===== src/design/pkcf_pkg.sv =====
// Shared types, constants and codes for the per-key chatter filter.
package pkcf_pkg;

   localparam int KEYS       = 128;
   localparam int TIME_BITS  = 32;
   localparam int KEY_W      = (KEYS > 1) ? $clog2(KEYS) : 1;
   localparam int DELAY_BITS = 16;
   localparam int ELAP_W     = (TIME_BITS > DELAY_BITS) ? TIME_BITS : DELAY_BITS;

   localparam int QUEUE_DEPTH = 2;
   localparam int QPTR_W      = $clog2(QUEUE_DEPTH);
   localparam int QCNT_W      = $clog2(QUEUE_DEPTH + 1);

   localparam logic [7:0] KBD_INTERNAL_A = 8'd58;
   localparam logic [7:0] KBD_INTERNAL_B = 8'd59;

   // configuration register indexes
   localparam int CSR_IDX_W = 2;
   localparam logic [CSR_IDX_W-1:0] CSR_BYPASS_ALL    = 2'd0;
   localparam logic [CSR_IDX_W-1:0] CSR_SKIP_EXTERNAL = 2'd1;
   localparam logic [CSR_IDX_W-1:0] CSR_SKIP_INTERNAL = 2'd2;

   localparam logic       OP_EVENT  = 1'b0;
   localparam logic       OP_LOAD   = 1'b1;
   localparam logic [1:0] KIND_DOWN = 2'd0;
   localparam logic [1:0] KIND_UP   = 2'd1;

   localparam logic [2:0] VERDICT_BYPASS      = 3'd0;
   localparam logic [2:0] VERDICT_ACCEPT      = 3'd1;
   localparam logic [2:0] VERDICT_BOUNCE_UP   = 3'd2;
   localparam logic [2:0] VERDICT_BOUNCE_DOWN = 3'd3;
   localparam logic [2:0] VERDICT_LOAD        = 3'd4;

   typedef logic [TIME_BITS-1:0]  time_type;
   typedef logic [KEY_W-1:0]      key_type;
   typedef logic [DELAY_BITS-1:0] delay_type;

   typedef enum logic [2:0] {
      CLS_LOAD,
      CLS_LOAD_SKIP,
      CLS_BYPASS,
      CLS_DOWN,
      CLS_UP,
      CLS_OTHER
   } cls_type;

   typedef struct packed {
      logic       op;
      logic [7:0] key_code;
      logic [1:0] event_kind;
      logic       auto_repeat;
      logic [7:0] keyboard_type;
      logic [31:0] time_ms;
      logic [15:0] set_delay_ms;
      logic       set_enabled;
   } req_type;

   typedef struct packed {
      logic        pass_event;
      logic [2:0]  verdict;
      logic [15:0] since_ms;
   } rsp_type;

   typedef struct packed {
      cls_type   cls;
      key_type   key;
      time_type  now;
      delay_type delay;
      logic      enable;
   } work_type;

   typedef struct packed {
      logic     valid;
      work_type work;
   } work_head_type;

endpackage


===== src/design/pkcf_front.sv =====
// Front end: configuration registers, event classification and the work queue.
module pkcf_front (
   input  logic                               clock,
   input  logic                               reset,
   input  logic                               req_push,
   output logic                               req_full,
   input  pkcf_pkg::req_type                  req_data,
   input  logic                               csr_wen,
   input  logic [pkcf_pkg::CSR_IDX_W-1:0]     csr_index,
   input  logic                               csr_wdata,
   output pkcf_pkg::work_head_type            work_head,
   input  logic                               work_pop
);
   import pkcf_pkg::*;

   logic bypass_all_ff, bypass_all_in;
   logic ignore_ext_ff, ignore_ext_in;
   logic ignore_int_ff, ignore_int_in;

   work_type q_mem_ff [QUEUE_DEPTH];
   logic [QPTR_W-1:0] wr_ptr_ff, wr_ptr_in;
   logic [QPTR_W-1:0] rd_ptr_ff, rd_ptr_in;
   logic [QCNT_W-1:0] q_cnt_ff, q_cnt_in;

   logic     push_ok;
   logic     pop_ok;
   logic     internal;
   logic     ignored;
   logic     in_range;
   work_type new_work;

   always_comb begin
      bypass_all_in = bypass_all_ff;
      ignore_ext_in = ignore_ext_ff;
      ignore_int_in = ignore_int_ff;
      if (csr_wen) begin
         unique case (csr_index)
            CSR_BYPASS_ALL:    bypass_all_in = csr_wdata;
            CSR_SKIP_EXTERNAL: ignore_ext_in = csr_wdata;
            CSR_SKIP_INTERNAL: ignore_int_in = csr_wdata;
            default: ;
         endcase
      end
   end

   // classify once here so the back end only sees what it must act on
   always_comb begin
      internal = (req_data.keyboard_type == KBD_INTERNAL_A) ||
                 (req_data.keyboard_type == KBD_INTERNAL_B);
      ignored  = bypass_all_ff || (ignore_ext_ff && !internal) ||
                 (ignore_int_ff && internal);
      in_range = {1'b0, req_data.key_code} < 9'(KEYS);

      new_work.key    = req_data.key_code[KEY_W-1:0];
      new_work.now    = time_type'(req_data.time_ms);
      new_work.delay  = req_data.set_delay_ms;
      new_work.enable = req_data.set_enabled;

      if (req_data.op == OP_LOAD) begin
         new_work.cls = in_range ? CLS_LOAD : CLS_LOAD_SKIP;
      end else if (ignored || !in_range ||
                   (req_data.event_kind == KIND_DOWN && req_data.auto_repeat)) begin
         new_work.cls = CLS_BYPASS;
      end else begin
         case (req_data.event_kind)
            KIND_DOWN: new_work.cls = CLS_DOWN;
            KIND_UP:   new_work.cls = CLS_UP;
            default:   new_work.cls = CLS_OTHER;
         endcase
      end
   end

   assign req_full = (q_cnt_ff == QCNT_W'(QUEUE_DEPTH));
   assign push_ok  = req_push && !req_full;
   assign pop_ok   = work_pop && (q_cnt_ff != '0);

   assign work_head.valid = (q_cnt_ff != '0);
   assign work_head.work  = q_mem_ff[rd_ptr_ff];

   always_comb begin
      wr_ptr_in = push_ok ? wr_ptr_ff + QPTR_W'(1) : wr_ptr_ff;
      rd_ptr_in = pop_ok  ? rd_ptr_ff + QPTR_W'(1) : rd_ptr_ff;
      q_cnt_in  = q_cnt_ff;
      if (push_ok && !pop_ok) begin
         q_cnt_in = q_cnt_ff + QCNT_W'(1);
      end else if (pop_ok && !push_ok) begin
         q_cnt_in = q_cnt_ff - QCNT_W'(1);
      end
   end

   always_ff @(posedge clock) begin
      if (reset) begin
         bypass_all_ff <= 1'b0;
         ignore_ext_ff <= 1'b0;
         ignore_int_ff <= 1'b0;
         wr_ptr_ff     <= '0;
         rd_ptr_ff     <= '0;
         q_cnt_ff      <= '0;
      end else begin
         bypass_all_ff <= bypass_all_in;
         ignore_ext_ff <= ignore_ext_in;
         ignore_int_ff <= ignore_int_in;
         wr_ptr_ff     <= wr_ptr_in;
         rd_ptr_ff     <= rd_ptr_in;
         q_cnt_ff      <= q_cnt_in;
      end
   end

   always_ff @(posedge clock) begin
      if (push_ok) begin
         q_mem_ff[wr_ptr_ff] <= new_work;
      end
   end

   a_q_cnt_bound: assert property (@(posedge clock) disable iff (reset)
      q_cnt_ff <= QCNT_W'(QUEUE_DEPTH))
      else $error("work queue count beyond depth");

   a_q_push_counts: assert property (@(posedge clock) disable iff (reset)
      (push_ok && !pop_ok) |=> (q_cnt_ff == $past(q_cnt_ff) + QCNT_W'(1)))
      else $error("accepted beat not counted in work queue");

   a_q_pop_has_head: assert property (@(posedge clock) disable iff (reset)
      work_pop |-> work_head.valid)
      else $error("work queue popped while empty");

endmodule


===== config.mk =====
export PLATFORM = sky130hd
export DESIGN_NAME = pkcf_front
export DESIGN_NICKNAME = d
export VERILOG_FILES = /design/src/design/pkcf_pkg.sv /design/src/design/pkcf_front.sv
export SDC_FILE = /design/constraint.sdc
export NUM_CORES = 1
export LEC_CHECK = 0
export ABC_AREA = 1
export BUFFER_PORTS_ARGS = -buffer_cell sky130_fd_sc_hd__buf_2
export CAP_MARGIN = 20
export CORE_MARGIN = 5
export CORE_UTILIZATION = 51
export CTS_CLUSTER_DIAMETER = 50
export CTS_CLUSTER_SIZE = 8
export DETAILED_ROUTE_END_ITERATION = 7
export PLACE_DENSITY = 0.79
export REMOVE_ABC_BUFFERS = 1
export SKIP_LAST_GASP = 1
export SLEW_MARGIN = 25
export SYNTH_ARGS = -nofsm -noshare
export SYNTH_HDL_FRONTEND = slang
export SYNTH_SLANG_ARGS = --single-unit

===== constraint.sdc =====
create_clock -name clock -period 4 [get_ports clock]
set_input_delay 0.6 -clock clock [delete_from_list [all_inputs] [get_ports clock]]
set_output_delay 0.6 -clock clock [all_outputs]
set_load 0.01 [all_outputs]

==> results of run 1 <==
==> layout by cell type (no fill, tap or decap), drive strengths merged, types with 4 or more instances in the layout <==
master  netlist  final
bufinv        0      5
inv           9     11
nor2         10     10
nand2        13     13
clkinv        0      4
dfxtp         8      8
clkbuf        1     17
buf           7    141
nand3         5      5
mux2         59     59
edfxtp      118    118
a21oi         8      8
==> cells by family (layout without fill, tap and decap cells) <==
logic type / Yosys count / count (layout)
DFF: 126 / 126
AOI/OAI and AO/OA: 13 / 13
adders and majority gates: 1 / 1
buffers and inverters: 17 / 181
muxes: 59 / 59
and+or+nand+nor: 36 / 36
==> worst min path at each step <==
stage | start | end | slack, ps
2_1_floorplan | bypass_all_ff | bypass_all_ff | 430
5_1_grt | req_data[13] | q_mem_ff[0][13] | 260
6_report | req_data[61] | q_mem_ff[0][50] | 290
3_3_place_gp | bypass_all_ff | bypass_all_ff | 450
4_1_cts | req_data[13] | q_mem_ff[0][13] | 260
3_5_place_dp | bypass_all_ff | bypass_all_ff | 460
==> power breakdown <==
part	internal (W)	total (W)	leakage (nW)	switching (W)
combinational	0.000386	0.000804	0.945	0.000418
sequential	0.00166	0.00174	1.17	0.0000759
clock	0.00107	0.00161	0.298	0.000540
==> through the flow <==
step / cell area, um^2 / cells
floorplan: 4680 / 244
global placement: 5570 / 496
detailed placement: 5570 / 496
CTS: 6200 / 527
global route: 6200 / 527
finish: 6200 / 527
==> sequential cells by signal (all words and copies together), names as in the netlist, named ones only <==
signal         flops
q_mem_ff         118
q_cnt_ff           2
bypass_all_ff      1
ignore_ext_ff      1
ignore_int_ff      1
rd_ptr_ff          1
wr_ptr_ff          1
==> per-layer routing <==
layer	up-vias	share of wire [%]	wire length [um]	track usage, %
met2	109	52	4530	27.6
met4	0	0.88	76	6.94
met5	-	0	0	0
met3	7	7.4	643	5.40
met1	1295	40	3430	19.1
li1	1273	-	-	-
==> layout make-up <==
type,count,area share (%)
inverter,9,0.545
timing repair buffer,141,11.8
multi-input combinational,109,15.5
clock inverter,14,3.49
clock buffer,17,6.68
tap,111,2.24
sequential,126,59.8
==> out/qor.csv, run 1 <==
metric,value,unit
status,completed,
coreArea,9150,um^2
area_growth,30.7,%
io_pins,138,
p_total,0.00415,W
setup_ws,1250,ps
synth_mux_area_share,14.8,%
synth-compound-area-share,1.48,%
grt_max_degree,32,
drv_slew,0,
grt_pass1_wl,14200,um
r2r-end,q_cnt_ff[1],
post_cts_resized,0,
powerDensity,670,nW/um^2
synth.area.top_cells,"edfxtp_1 (75%), mux2_2 (12%), dfxtp_1 (3.4%)",
maxClockFrequency,364,MHz
fp.dieW,106,um
clkSinkCount,126,
timing_hold_violations_final,0,
seq_area_frac_synth,78.1,%
synthDistinctLibCells,22,
rsz0062_at_grt,no,
cts_made_buffers,17,
clock_latency,500,ps
yosys.area_share.simple,3.38,%
worstPathArrival,2150,ps
regArea,3700,um^2
synthCells,252,
skew,10.0,ps
drive_above_1_share,56.3,%
crit_path_max_fanout,30,
crit_slowest_cell,dfxtp_2,
slew_headroom,48.9,%
peakVddDrop,0.343,mV
clk_pin_slew,60,ps
routed_wl,8680,um
globalRouteTotalUtil,16.3,%
end_kind,output pin,
async_flop_share,0,%
synth.most_common_cell,edfxtp_1,
drc,0,
die-area,11300,um^2
die_h,106,um
period_share,68.8,%
ys_seq_elements,126,
drtIter0Drc,106,
maxCapViolCount,0,
crit_end,work_head[34],
power.leakage,2.41,nW
path_depth,3,
dpl.hpwl,5790,um
ys_warn_count,0,
cts_hold_buf,0,
synth-xor-area-share,0,%
avgSynthCellArea,18.8,um^2
viasPerCell,5.09,
route.antenna.remaining_nets,0,
synth_edf_count,118,
reg2reg_slack,1970,ps
tightest_slew,766,ps
yosys.area_share.adder,0.264,%
antenna_cells,0,
fillers,620,
setup_violations,0,
cpLargestDelayFamily,flip-flops,
max_stage_delay,820,ps
wl_per_cell,16.5,um
vias,2684,
start_util,51.8,%
cts_setup_buffers,0,
cp.required,3400,ps
hold-worst-slack,289,ps
syn-cell-area,4740,um^2
gp_congestion,0.707,
multiInputGateArea,960,um^2
io_buffers,136,
synth_commonest_cells,"edfxtp_1 (118), mux2_2 (49), nand2_1 (13)",
synth_top_area_cell,edfxtp_1,
reg2reg_from,q_cnt_ff[1],
hold_class,input port to register,
crit_path_start_kind,register,
cp.buffers_inverters,2,
nNetsFinal,482,
h-tree-depth,4,
whs_path_depth,1,
grt_pass1_vias,3000,
cts_buffer_depth,2,
dr.pass1.iters,4,
setup_tns,0,ps
pre_cts_ws,1700,ps
fin_crit,2750,ps
synth_top_family_by_area,multiplexers,
path_class,register to output pin,
cts-root-buf,clkbuf_8,
synth_flop_cell,edfxtp_1,
cts_tree,yes,
synth.top_cell.area_share,74.7,%
antenna_found_initial,0,
grt.overflow.total,0,
cp_cell_sequence,buf_12 -> mux2_2 -> buf_2,
finalCoreUtilization,67.7,%
r2r_cells,8,
num_rows,35,
Power figures use the tool's default switching activity.
==> run 2: changes to the inputs <==
Settings changed: ABC_AREA 1 to 0.
Clock period 4 ns to 2.8 ns, I/O delays scaled along.
==> out/qor.csv, run 2 <==
metric,value,unit,change
h-tree-depth,4,,unchanged
maxClockFrequency,412,MHz,
seq_area_frac_synth,78.7,%,was 78.1%
largest_reg_flops,118,,unchanged
drc,0,,unchanged
maxCapViolCount,0,,unchanged
cts-root-buf,clkbuf_8,,unchanged
setup_tns,0,ps,unchanged
period_share,86.6,%,
synthDistinctLibCells,29,,was 22
synth_commonest_cells,"edfxtp_1 (118), mux2_2 (59), dfxtp_1 (8), nor2_1 (8), inv_1 (5)",,"was edfxtp_1 (118), mux2_2 (49), nand2_1 (13)"
path_class,register to output pin,,unchanged
status,completed,,unchanged
synth-xor-area-share,0.559,%,was 0%
cts_made_buffers,17,,unchanged
synth.top_cell.area_share,75.3,%,was 74.7%
viasPerCell,5.03,,was 5.09
power.leakage,2.36,nW,was 2.41 nW
area_growth,30.2,%,was 30.7%
antenna_found_initial,0,,unchanged
die-area,11200,um^2,was 11300 um^2
reg.largest.list,"q_mem_ff: 118 flops, q_cnt_ff: 2 flops",,unchanged
io_pins,138,,unchanged
dpl.hpwl,5950,um,was 5790 um
dr.pass1.iters,4,,unchanged
skew,10.4,ps,was 10.0 ps
cp.required,2380,ps,was 3400 ps
worstPathArrival,2000,ps,was 2150 ps
drive_above_1_share,58.9,%,was 56.3%
fin_crit,2420,ps,
synth_flop_cell,edfxtp_1,,unchanged
p_total,0.00584,W,was 0.00415 W
setup_ws,375,ps,was 1250 ps
grt_pass1_wl,14100,um,was 14200 um
cts_hold_buf,0,,unchanged
whs_path_depth,1,,unchanged
end_kind,output pin,,unchanged
multiInputGateArea,940,um^2,was 960 um^2
slew_headroom,61.0,%,was 48.9%
cts_setup_buffers,0,,unchanged
peakVddDrop,0.557,mV,was 0.343 mV
powerDensity,953,nW/um^2,was 670 nW/um^2
grt.overflow.total,0,,unchanged
pre_cts_ws,801,ps,was 1700 ps
synth.most_common_cell,edfxtp_1,,unchanged
r2r_cells,4,,was 8
crit_slowest_cell,dfxtp_2,,unchanged
clock_latency,510,ps,was 500 ps
clk_pin_slew,60,ps,about the same
reg2reg_slack,900,ps,was 1970 ps
ys_seq_elements,126,,unchanged
io_buffers,136,,unchanged
synth.area.top_cells,"edfxtp_1 (75%), mux2_2 (14%), dfxtp_1 (3.4%)",,"was edfxtp_1 (75%), mux2_2 (12%), dfxtp_1 (3.4%)"
path_depth,3,,unchanged
coreArea,9110,um^2,was 9150 um^2
avgSynthCellArea,19.8,um^2,was 18.8 um^2
synth_edf_count,118,,unchanged
rsz0062_at_grt,no,,unchanged
route.antenna.remaining_nets,0,,unchanged
clkSinkCount,126,,unchanged
drtIter0Drc,109,,was 106
antenna_cells,0,,unchanged
grt_pass1_vias,2861,,was 3000
globalRouteTotalUtil,16.8,%,was 16.3%
gp_congestion,0.728,,was 0.707
synth_mux_area_share,14.8,%,about the same
start_util,51.6,%,was 51.8%
wl_per_cell,17.4,um,was 16.5 um
final_common_cell,buf_2,,unchanged
synth_top_area_cell,edfxtp_1,,unchanged
fillers,644,,was 620
r2r-end,q_mem_ff[0][34],,was q_cnt_ff[1]
cp_cell_sequence,buf_12 -> mux2_2 -> buf_2,,unchanged
synth-compound-area-share,1.46,%,was 1.48%
ys_warn_count,0,,unchanged
yosys.area_share.adder,0.266,%,was 0.264%
synth_top_family_by_area,multiplexers,,unchanged
drv_slew,0,,unchanged
synthCells,237,,was 252
cpLargestDelayFamily,flip-flops,,unchanged
regMostFlops,q_mem_ff,,unchanged
timing_hold_violations_final,0,,unchanged
async_flop_share,0,%,unchanged
regArea,3700,um^2,unchanged
nNetsFinal,465,,was 482
cts_tree,yes,,unchanged
post_cts_resized,0,,unchanged
max_stage_delay,650,ps,was 820 ps
tightest_slew,585,ps,was 766 ps
syn-cell-area,4700,um^2,was 4740 um^2
num_rows,35,,unchanged
reg2reg_from,q_cnt_ff[0],,was q_cnt_ff[1]
die_h,106,um,about the same
cp.buffers_inverters,2,,unchanged
crit_path_max_fanout,39,,was 30
vias,2567,,was 2684
crit_path_start_kind,register,,unchanged
grt_max_degree,40,,was 32
setup_violations,0,,unchanged
fp.dieW,106,um,about the same
yosys.area_share.simple,2.90,%,was 3.38%
routed_wl,8850,um,was 8680 um
hold_class,input port to register,,unchanged
hold-worst-slack,97.2,ps,was 289 ps
worst_hold_startpoint,req_data[8],,was req_data[61]
cts_buffer_depth,2,,unchanged
min_to,q_mem_ff[1][8],,was q_mem_ff[0][50]
layout_common_cells,"buf_2 (136), edfxtp_1 (118), mux2_2 (59)",,"was buf_2 (136), edfxtp_1 (118), mux2_2 (49)"
==> run 2: stage by stage <==
stage / area [um^2] / utilization (%) / cells
after floorplan: 4660 / - / 229
after global placement: 5540 / 60.9 / 479
after detailed placement: 5540 / 60.9 / 479
after CTS: 6130 / 67.3 / 510
after global routing: 6130 / 67.3 / 510
final: 6130 / 67.3 / 510
==> run 2: power breakdown <==
part	internal (W)	switching [W]	leakage (nW)
combinational	0.000608	0.000638	0.919
sequential	0.00236	0.000107	1.17
clock	0.00135	0.000774	0.274
==> run 2: layout make-up <==
type                    count  share of cell area, %
clock buffers              18                   6.82
flip-flops and latches    126                   60.5
multi-input cells          98                   15.3
well taps                 111                   2.27
clock inverters            13                   2.70
inverters                   5                  0.306
repair buffers            139                   12.1
==> run 2: worst max-delay path by stage <==
stage / start / endpoint / slack (ps)
final: register / work_head[21] / 380
after global routing: register / work_head[44] / 260
after CTS: register / work_head[21] / 330
after detailed placement: req_push / q_mem_ff[0][1] / 800
after global placement: req_push / q_mem_ff[0][1] / 830
after floorplan: q_cnt_ff[0] / q_mem_ff[1][0] / 340
==> run 2: kinds of logic after synthesis <==
group | count (synthesis)
buffers and inverters | 13
xor gates and xnor gates | 3
adders and majority gates | 1
and+or+nand+nor | 23
muxes | 62
AOI/OAI and AO/OA | 9
DFF | 126
==> run 2: per-layer routing <==
metal | vias up | routed length [um] | share of wire (%) | GRT usage [%]
met1 | 1237 | 3480 | 39 | 18.6
met4 | 0 | 105 | 1.2 | 7.22
met5 | - | 0 | 0 | 0
li1 | 1230 | - | - | -
met2 | 91 | 4550 | 51 | 28.8
met3 | 9 | 716 | 8.1 | 6.50
==> run 3: changes to the inputs <==
Settings changed: CORE_UTILIZATION 51 to 55, PLACE_DENSITY 0.79 to 0.84.
Clock period 2.8 ns to 2.85 ns, I/O delays scaled along.
==> out/qor.csv, run 3 (same netlist as run 2, synthesis figures left out) <==
metric,value,unit,change
r2r_cells,4,,unchanged
num_rows,33,,was 35
h-tree-depth,4,,unchanged
clock_latency,490,ps,was 510 ps
io_pins,138,,unchanged
tightest_slew,579,ps,was 585 ps
wl_per_cell,17.8,um,was 17.4 um
fp.dieW,102,um,was 106 um
drv_slew,0,,unchanged
hold-worst-slack,115,ps,was 97.2 ps
worst_hold_startpoint,req_data[45],,was req_data[8]
grt_pass1_wl,13700,um,was 14100 um
die_h,102,um,was 106 um
routed_wl,9000,um,was 8850 um
slew_headroom,61.4,%,was 61.0%
reg2reg_slack,950,ps,was 900 ps
vias,2615,,was 2567
placed_area,5560,um^2,was 5540 um^2
route.antenna.remaining_nets,0,,unchanged
dpl.hpwl,6350,um,was 5950 um
cts_tree,yes,,unchanged
grt_pass1_vias,2892,,was 2861
peakVddDrop,0.641,mV,was 0.557 mV
path_class,register to output pin,,unchanged
drc,0,,unchanged
antenna_found_initial,0,,unchanged
dr.pass1.iters,4,,unchanged
regMostFlops,q_mem_ff,,unchanged
io_buffers,136,,unchanged
antenna_cells,0,,unchanged
clkSinkCount,126,,unchanged
start_util,57.0,%,was 51.6%
coreArea,8260,um^2,was 9110 um^2
reg.largest.list,"q_mem_ff: 118 flops, q_cnt_ff: 2 flops",,unchanged
fin_area,6140,um^2,was 6130 um^2
nNetsFinal,468,,was 465
cts_hold_buf,0,,unchanged
skew,5.09,ps,was 10.4 ps
fin_crit,2130,ps,
cts_setup_buffers,0,,unchanged
cts-root-buf,clkbuf_8,,unchanged
r2r-end,q_mem_ff[0][34],,unchanged
grt_max_degree,37,,was 40
maxClockFrequency,469,MHz,
status,completed,,unchanged
globalRouteTotalUtil,17.7,%,was 16.8%
die-area,10500,um^2,was 11200 um^2
gp_congestion,0.806,,was 0.728
worstPathArrival,1710,ps,was 2000 ps
drtIter0Drc,91,,was 109
area_growth,30.5,%,was 30.2%
cts_made_buffers,17,,unchanged
final_common_cell,buf_2,,unchanged
cp.required,2420,ps,was 2380 ps
setup_violations,0,,unchanged
clk_pin_slew,60,ps,about the same
post_cts_resized,0,,unchanged
crit_end,work_head[36],,was work_head[21]
rsz0062_at_grt,no,,unchanged
hold_class,input port to register,,unchanged
reg2reg_from,q_cnt_ff[0],,unchanged
layout_common_cells,"buf_2 (136), edfxtp_1 (118), mux2_2 (59)",,unchanged
cts_buffer_depth,2,,unchanged
end_kind,output pin,,unchanged
crit_path_max_fanout,21,,was 39
power.leakage,2.38,nW,was 2.36 nW
viasPerCell,5.16,,was 5.03
timing_hold_violations_final,0,,unchanged
period_share,74.8,%,
crit_path_start_kind,register,,unchanged
setup_tns,0,ps,unchanged
drive_above_1_share,59.0,%,was 58.9%
maxCapViolCount,0,,unchanged
powerDensity,936,nW/um^2,was 953 nW/um^2
fillers,520,,was 644
largest_reg_flops,118,,unchanged
grt.overflow.total,0,,unchanged
[run 3: per-stage QoR]
step                power [W]  setup WS (ps)  instances  util (%)
CTS                   0.00581            666        507      74.3
floorplan             0.00319            386        229         -
detailed placement    0.00373            824        476      67.3
global placement      0.00368            840        476      67.3
global route          0.00600            640        507      74.3
finish                0.00575            717        507      74.3
[run 3: final cells by class]
cell class                      instances  area [um^2]  share of cell area [%]
Timing Repair Buffer                  142          763                    12.4
Clock inverter                         14          166                    2.71
Sequential cell                       126         3700                    60.4
Inverter                                5         18.8                   0.306
Clock buffer                           17          414                    6.75
Multi-Input combinational cell         98          940                    15.3
Tap cell                              105          131                    2.14
[run 3: where the power goes]
part | switching, W | internal, W | leakage (nW) | total (W)
combinational | 0.000669 | 0.000611 | 0.935 | 0.00128
clock | 0.000747 | 0.00133 | 0.280 | 0.00207
sequential | 0.0000737 | 0.00232 | 1.17 | 0.00239
total | 0.00149 | 0.00426 | 2.38 | 0.00575
[run 3: layer usage]
metal | wire, um | track usage, % | vias to the layer above
met3 | 808 | 6.76 | 8
met5 | 0 | 0 | -
met4 | 80 | 5.45 | 0
met1 | 3350 | 20.0 | 1263
li1 | - | - | 1241
met2 | 4760 | 30.9 | 103
[run 3: how the worst min path moves through the flow]
stage | endpoint | cells after the start
2_1_floorplan | wr_ptr_ff | 2
3_3_place_gp | wr_ptr_ff | 2
3_5_place_dp | wr_ptr_ff | 2
4_1_cts | q_mem_ff[0][45] | 1
5_1_grt | q_mem_ff[1][28] | 1
6_report | q_mem_ff[0][45] | 1
[run 3: critical path, stage by stage (launching register included)]
cell and delay [ps]:
dfxtp_2 380, buf_4 300, mux2_2 380, buf_2 140
